===== config.mk =====
export PLATFORM = sky130hd
export DESIGN_NAME = dshot_frame_decoder
export DESIGN_NICKNAME = d
export VERILOG_FILES = /design/src/rtl/core/dfd_pkg.sv /design/src/rtl/core/dfd_bit_acc.sv /design/src/rtl/core/dfd_frame_judge.sv /design/src/rtl/core/dshot_frame_decoder.sv
export SDC_FILE = /design/constraint.sdc
export NUM_CORES = 1
export LEC_CHECK = 0
export BUFFER_PORTS_ARGS = -buffer_cell sky130_fd_sc_hd__buf_2
export CAP_MARGIN = 20
export CELL_PAD_IN_SITES_DETAIL_PLACEMENT = 1
export CELL_PAD_IN_SITES_GLOBAL_PLACEMENT = 1
export CORE_ASPECT_RATIO = 1.4
export CORE_MARGIN = 3
export CORE_UTILIZATION = 50
export DETAILED_ROUTE_END_ITERATION = 8
export HOLD_SLACK_MARGIN = 0.1
export PLACE_DENSITY_LB_ADDON = 0.1
export SYNTH_ARGS = -nofsm -noshare
export SYNTH_HDL_FRONTEND = slang
export SYNTH_SLANG_ARGS = --single-unit

===== constraint.sdc =====
create_clock -name clk -period 19.8 [get_ports clk]
set_input_delay 1.98 -clock clk [delete_from_list [all_inputs] [get_ports clk]]
set_output_delay 1.98 -clock clk [all_outputs]
set_load 0.03 [all_outputs]

===== src/rtl/core/dfd_pkg.sv =====
// Shared types and constants for the DShot frame decoder.
// No dependencies.
`default_nettype none
package dfd_pkg;
	localparam int FRAME_BITS = 16;
	localparam int POS_W      = 4;
	localparam int DIFF_W     = 16;
	localparam int THR_W      = 17;
	localparam int THROT_W    = 11;
	localparam int CNT_W      = 7;

	localparam logic [DIFF_W-1:0] DIFF_LIMIT    = 16'd64000;
	localparam logic [DIFF_W-1:0] DIFF_INIT     = 16'hFFFF;
	localparam logic [CNT_W-1:0]  RESTART_LIMIT = 7'd100;
	localparam logic [CNT_W-1:0]  CNT_MAX       = 7'd127;
	localparam logic [POS_W-1:0]  LAST_POS      = POS_W'(FRAME_BITS - 1);

	typedef enum logic [0:0] {
		CFG_AUTO_DETECT     = 1'b0,
		CFG_FIXED_THRESHOLD = 1'b1
	} cfg_idx_t;

	typedef logic [FRAME_BITS-1:0][DIFF_W-1:0] diff_arr_t;

	typedef struct packed {
		logic [DIFF_W-1:0] min_diff;
		logic              bad;
		logic              auto_det;
		logic [DIFF_W-1:0] fixed_thr;
		logic              stopped;
	} frame_end_t;
endpackage
`default_nettype wire


===== src/rtl/core/dfd_bit_acc.sv =====
// Per-bit accumulation: difference store, frame minimum, fault/restart tracking,
// config registers and the frame-end register. Uses dfd_pkg.
`default_nettype none
module dfd_bit_acc
	import dfd_pkg::*;
(
	input  wire logic              clk,
	input  wire logic              arst_n,
	input  wire logic              cfg_valid,
	input  wire logic [0:0]        cfg_index,
	input  wire logic [DIFF_W-1:0] cfg_data,
	input  wire logic              in_valid,
	output logic                   in_ready,
	input  wire logic [DIFF_W-1:0] period_capture,
	input  wire logic [DIFF_W-1:0] edge_capture,
	input  wire logic              res_free,
	output logic                   fe_valid_s1,
	output frame_end_t             fe_s1,
	output diff_arr_t              store_q
);
	logic              auto_q;
	logic [DIFF_W-1:0] fixed_q;
	logic [POS_W-1:0]  pos_q;
	logic [DIFF_W-1:0] min_q;
	logic              bad_q;
	logic [CNT_W-1:0]  cnt_q;
	logic              stopped_q;

	logic [DIFF_W-1:0] diff;
	logic [DIFF_W-1:0] min_nx;
	logic              bad_nx;
	logic [CNT_W-1:0]  cnt_inc;
	logic              stop_nx;
	logic              take;
	logic              last;

	// hold input while a finished frame waits, the store must stay intact
	assign in_ready = !fe_valid_s1 || res_free;
	assign take     = in_valid && in_ready && !stopped_q;
	assign last     = (pos_q == LAST_POS);

	always_comb begin
		diff    = period_capture - edge_capture;
		min_nx  = (diff < min_q) ? diff : min_q;
		bad_nx  = bad_q || (diff > DIFF_LIMIT);
		cnt_inc = (cnt_q != CNT_MAX) ? cnt_q + CNT_W'(1) : cnt_q;
		stop_nx = stopped_q || (bad_nx && (cnt_inc >= RESTART_LIMIT));
	end

	always_ff @(posedge clk or negedge arst_n) begin
		if (!arst_n) begin
			auto_q  <= 1'b1;
			fixed_q <= '0;
		end else if (cfg_valid) begin
			case (cfg_idx_t'(cfg_index))
				CFG_AUTO_DETECT:     auto_q  <= cfg_data[0];
				CFG_FIXED_THRESHOLD: fixed_q <= cfg_data;
				default:             ;
			endcase
		end
	end

	always_ff @(posedge clk or negedge arst_n) begin
		if (!arst_n) begin
			pos_q     <= '0;
			min_q     <= DIFF_INIT;
			bad_q     <= 1'b0;
			cnt_q     <= '0;
			stopped_q <= 1'b0;
		end else if (take) begin
			if (last) begin
				pos_q <= '0;
				min_q <= DIFF_INIT;
				bad_q <= 1'b0;
				if (bad_nx) begin
					cnt_q <= cnt_inc;
				end
				stopped_q <= stop_nx;
			end else begin
				pos_q <= pos_q + POS_W'(1);
				min_q <= min_nx;
				bad_q <= bad_nx;
			end
		end
	end

	always_ff @(posedge clk or negedge arst_n) begin
		if (!arst_n) begin
			fe_valid_s1 <= 1'b0;
		end else if (take && last) begin
			fe_valid_s1 <= 1'b1;
		end else if (res_free) begin
			fe_valid_s1 <= 1'b0;
		end
	end

	always_ff @(posedge clk) begin
		if (take && last) begin
			fe_s1.min_diff  <= min_nx;
			fe_s1.bad       <= bad_nx;
			fe_s1.auto_det  <= auto_q;
			fe_s1.fixed_thr <= fixed_q;
			fe_s1.stopped   <= stop_nx;
		end
	end

	always_ff @(posedge clk) begin
		if (take) begin
			store_q[pos_q] <= diff;
		end
	end
endmodule
`default_nettype wire


===== src/rtl/core/dfd_frame_judge.sv =====
// Frame judgment: threshold, bit slicing, CRC check, held throttle and the
// result register. Uses dfd_pkg.
`default_nettype none
module dfd_frame_judge
	import dfd_pkg::*;
(
	input  wire logic               clk,
	input  wire logic               arst_n,
	input  wire logic               fe_valid_s1,
	input  wire frame_end_t         fe_s1,
	input  wire diff_arr_t          store_q,
	output logic                    res_free,
	output logic                    out_valid,
	input  wire logic               out_ready,
	output logic [THROT_W-1:0]      throttle_value,
	output logic                    value_updated,
	output logic                    frame_fault,
	output logic                    halted
);
	logic [THR_W-1:0]      thr;
	logic [FRAME_BITS-1:0] word;
	logic [11:0]           value;
	logic [3:0]            crc_calc;
	logic                  upd;
	logic                  load;
	logic [THROT_W-1:0]    held_q;

	assign res_free = !out_valid || out_ready;
	assign load     = fe_valid_s1 && res_free;

	always_comb begin
		if (fe_s1.auto_det) begin
			thr = {1'b0, fe_s1.min_diff} + {2'b00, fe_s1.min_diff[DIFF_W-1:1]};
		end else begin
			thr = {1'b0, fe_s1.fixed_thr};
		end
		for (int i = 0; i < FRAME_BITS; i++) begin
			word[FRAME_BITS-1-i] = ({1'b0, store_q[i]} > thr);
		end
		value    = word[15:4];
		crc_calc = value[3:0] ^ value[7:4] ^ value[11:8];
		upd      = !fe_s1.bad && (crc_calc == word[3:0]);
	end

	always_ff @(posedge clk or negedge arst_n) begin
		if (!arst_n) begin
			held_q    <= '0;
			out_valid <= 1'b0;
		end else begin
			if (load && upd) begin
				held_q <= value[11:1];
			end
			if (load) begin
				out_valid <= 1'b1;
			end else if (out_ready) begin
				out_valid <= 1'b0;
			end
		end
	end

	always_ff @(posedge clk) begin
		if (load) begin
			throttle_value <= upd ? value[11:1] : held_q;
			value_updated  <= upd;
			frame_fault    <= fe_s1.bad;
			halted         <= fe_s1.stopped;
		end
	end
endmodule
`default_nettype wire


===== src/rtl/core/dshot_frame_decoder.sv =====
// DShot frame decoder top level.
// Instantiates dfd_bit_acc and dfd_frame_judge; uses dfd_pkg.
//
// Input channel: one word per DShot bit (period_capture, edge_capture).
// Sixteen words make a frame; the sixteenth produces one result word on the
// output channel (throttle_value, value_updated, frame_fault, halted),
// all other words produce none.
// Config channel: cfg_index 0 = auto_detect, 1 = fixed_threshold; always ready,
// write only while no frame is in progress.
// Throughput: one input word per cycle while in_ready is high.
// The result of a frame is registered in the frame-end register, then in the
// result register, after the last bit of the frame is accepted.
// Stall: the result register holds while out_ready is low; one finished frame
// may wait behind it, after which in_ready drops until the result is taken.
// Reset: bit position, restart count, halt flag and held throttle clear;
// minimum = 0xFFFF, auto_detect = 1, fixed_threshold = 0.
// After the restart limit is reached, input words are still accepted but
// dropped, and no further results appear until reset.
`default_nettype none
module dshot_frame_decoder
	import dfd_pkg::*;
(
	input  wire logic               clk,
	input  wire logic               arst_n,
	input  wire logic               cfg_valid,
	output logic                    cfg_ready,
	input  wire logic [0:0]         cfg_index,
	input  wire logic [DIFF_W-1:0]  cfg_data,
	input  wire logic               in_valid,
	output logic                    in_ready,
	input  wire logic [DIFF_W-1:0]  period_capture,
	input  wire logic [DIFF_W-1:0]  edge_capture,
	output logic                    out_valid,
	input  wire logic               out_ready,
	output logic [THROT_W-1:0]      throttle_value,
	output logic                    value_updated,
	output logic                    frame_fault,
	output logic                    halted
);
	logic       fe_valid_s1;
	frame_end_t fe_s1;
	diff_arr_t  store_q;
	logic       res_free;

	assign cfg_ready = 1'b1;

	dfd_bit_acc u_acc (
		.clk            (clk),
		.arst_n         (arst_n),
		.cfg_valid      (cfg_valid),
		.cfg_index      (cfg_index),
		.cfg_data       (cfg_data),
		.in_valid       (in_valid),
		.in_ready       (in_ready),
		.period_capture (period_capture),
		.edge_capture   (edge_capture),
		.res_free       (res_free),
		.fe_valid_s1    (fe_valid_s1),
		.fe_s1          (fe_s1),
		.store_q        (store_q)
	);

	dfd_frame_judge u_judge (
		.clk            (clk),
		.arst_n         (arst_n),
		.fe_valid_s1    (fe_valid_s1),
		.fe_s1          (fe_s1),
		.store_q        (store_q),
		.res_free       (res_free),
		.out_valid      (out_valid),
		.out_ready      (out_ready),
		.throttle_value (throttle_value),
		.value_updated  (value_updated),
		.frame_fault    (frame_fault),
		.halted         (halted)
	);
endmodule
`default_nettype wire


==> impl_metrics.csv <==
group,metric,value,unit
placed_design,place_ws,12.68,ns
final_layout,fin_nets,2050,
placed_design,hpwl,36.2,mm
clocking,hold_buffers,0,
final_layout,antenna_cells,0,
final_layout,drive_gt1_frac,0.143,
critical_path,crit_path_end_kind,"flip-flop",
grt,grt_antenna_before_repair,2,
logic_synthesis,synth-simple-area-share,0.0960,
logic_synthesis,seq_area_frac_synth,0.529,
logic_synthesis,yosysTopAreaCell,"edfxtp_1",
logic_synthesis,synth_edf_count,305,
final_layout,layout_common_cells,"edfxtp_1 (305), ha_1 (291), inv_1 (78), nand2_1 (74), a21oi_1 (70)",
logic_synthesis,synth_fa_ha_area_frac,0.185,
critical_path,crit_family,"compound AO/OA/AOI/OAI gates",
sta,rsz0062_at_grt,"false",
route,vias_per_cell,6.09,
route,drtIter0Drc,757,
grt,grt_pass1_wl,85.7,mm
logic_synthesis,synthCells,1580,
power_and_ir_drop,p_per_area,102,mW/mm²
clocking,htree_num_levels,2,
sta,layout_min_cycle_time,6.81,ns
floorplanning,core,0.0396,mm²
critical_path,max_stage_delay,0.45,ns
floorplanning,rows,86,
floorplanning,ioPinCount,71,
route,ant_nets,0,
sta,clock-skew-final,0.0320,ns
critical_path,startpoint_type,"flip-flop",
route,firstDrtPassIters,5,
sta,tightest_slew,0.910,ns
power_and_ir_drop,p_leak,9.23,nW
final_layout,area_growth,12.9,%
critical_path,critPathKind,"flip-flop to flip-flop",
sta,hold_viol,0,
clocking,cts_max_path_buffers,3,
logic_synthesis,synth_top_family_by_area,"adder cells",
logic_synthesis,yosysUniqueCellTypes,89,
floorplanning,die_w,176,µm
critical_path,worstPathMaxFanout,20,
clocking,cts_setup_buffers,0,
power_and_ir_drop,vdd_ir_drop_max,0.0000920,V
clocking,root_buffer,"clkbuf_16",
min_path,min_path_type,"flip-flop to flip-flop",
final_layout,fillerInstances,4071,
flow_run,maxCapViolCount,0,
final_layout,final_common_cell,"edfxtp_1",
route,wl_per_cell,24.7,µm
floorplanning,die_height,244,µm
sta,fin_ws,12.99,ns
placed_design,globalplace.congestion,0.849,
clocking,cts_made_buffers,38,
sta,timing.final.crit_share,0.344,
logic_synthesis,synth_area_leaders,"edfxtp_1 (45%), ha_1 (18%), dfrtp_1 (5.2%)",
sta,finalSetupTns,0,ns
logic_synthesis,synthArstFlopShare,0.162,
route,vias,13800,
logic_synthesis,yosys_warnings,0,
logic_synthesis,syn_area,0.0201,mm²
sta,drv_slew,0,
logic_synthesis,synthMuxAreaShare,0.0168,
clocking,cts_tree,"done",
logic_synthesis,synth_flop_cell,"edfxtp_1",
logic_synthesis,synthXorXnorAreaFrac,0.0191,
final_layout,fin_util,0.575,
logic_synthesis,synth.avg_cell_area,12.8,µm²
sta,setup_viol,0,
clocking,clock_sinks,364,
grt,grt_overflow_total,0,
floorplanning,initial_utilization,0.509,
critical_path,critPathRequiredTime,20.10,ns
route,drcViolationCount,0,
floorplanning,die_area,0.0428,mm²
clocking,cts_resized,0,
sta,hold_slack,0.427,ns
status,status,"finished, final reports clean",
logic_synthesis,synth_nets,1927,
critical_path,slowest_stage,"edfxtp_1",
placed_design,numPortBuffers,69,
sta,fmax,147,MHz
clocking,clock_latency,0.55,ns
critical_path,critPathBufInv,1,
route,drt_wl_total,55.7,mm
clocking,path_clk_slew,0.06,ns
sta,slew_headroom,0.393,
logic_synthesis,synth_top_area_frac,0.455,
grt,grt_max_degree,60,
grt,first_global_vias,15000,
logic_synthesis,ys_ff_latch,364,
critical_path,arrival,7.11,ns
logic_synthesis,synth_compound_area_frac,0.134,
grt,track_usage,0.263,
[state kept, by name (all words and copies together), names as in the netlist, 4 cells and up]
signal,flops
u_acc.store_q,256
u_acc.fixed_q,16
u_judge.held_q,11
u_acc.cnt_q,7
u_judge.throttle_value,11
u_acc.fe_s1,35
u_acc.min_q,16
u_acc.pos_q,4
[final timing paths]
kind	startpoint	endpoint	slack [ns]	cells after the start
worst max-delay path	u_acc.fe_s1[20]$_DFFE_PP_	u_judge.throttle_value[0]$_DFFE_PP_	12.99	27
worst min-delay path	u_acc.fe_s1[0]$_DFFE_PP_	u_judge.halted$_DFFE_PP_	0.43	0
worst max register to register	u_acc.fe_s1[20]$_DFFE_PP_	u_judge.throttle_value[0]$_DFFE_PP_	12.99	27
worst min register to register	u_acc.fe_s1[0]$_DFFE_PP_	u_judge.halted$_DFFE_PP_	0.43	0
max in group asynchronous	arst_n	u_acc.stopped_q$_DFFE_PN0P_	17.64	2
min in group asynchronous	arst_n	u_acc.fixed_q[3]$_DFFE_PN0P_	1.62	2
[metal layers]
layer | vias up | GRT usage | part of all wire
li1 | 6398 | - | -
met1 | 6932 | 0.302 | 0.38
met5 | - | 0 | 0
met2 | 302 | 0.484 | 0.53
met4 | 0 | 0.111 | 0.048
met3 | 127 | 0.0371 | 0.043
[stage by stage]
step | instances | total power [mW] | cell area (µm²)
final | 2259 | 2.32 | 22800
after detailed placement | 2190 | 1.59 | 21400
after global placement | 2190 | 1.56 | 21400
after global routing | 2259 | 2.43 | 22800
after CTS | 2258 | 2.33 | 22700
after floorplan | 1580 | 1.37 | 20100
[layout make-up]
cell class,instances,area [µm²],share of cell area
clock inverters,15,143,0.00627
multi-input cells,1116,9240,0.406
well taps,528,661,0.0290
clock buffers,53,1140,0.0503
repair buffers,103,613,0.0269
flip-flops and latches,364,10700,0.468
inverters,80,300,0.0132
[cells in the mapped netlist (all sizes together) (20+ instances only)]
library cell,n
dfrtp,42
nor2,64
nand2,74
and2,20
a21o,39
nand4,37
nand3,43
o21a,30
inv,80
nand2b,21
a21oi,76
xnor2,35
edfxtp,305
o21ai,69
nor2b,26
nor3,27
ha,291
mux2,20
[cell families (layout without fill, tap and decap cells)]
kind of cell | after synthesis | count (layout)
xor gates and xnor gates | 44 | 44
muxes | 31 | 31
buffers and inverters | 100 | 251
other | 1 | 1
and+or+nand+nor | 363 | 363
DFF | 364 | 364
adders and majority gates | 297 | 297
AOI/OAI and AO/OA | 380 | 380
[power by group]
group	internal (mW)	total, mW	switching [mW]
sequential	0.960	0.997	0.0372
combinational	0.208	0.583	0.375
clock	0.432	0.735	0.303
total	1.60	2.32	0.716
(Power assumes the default switching activity.)
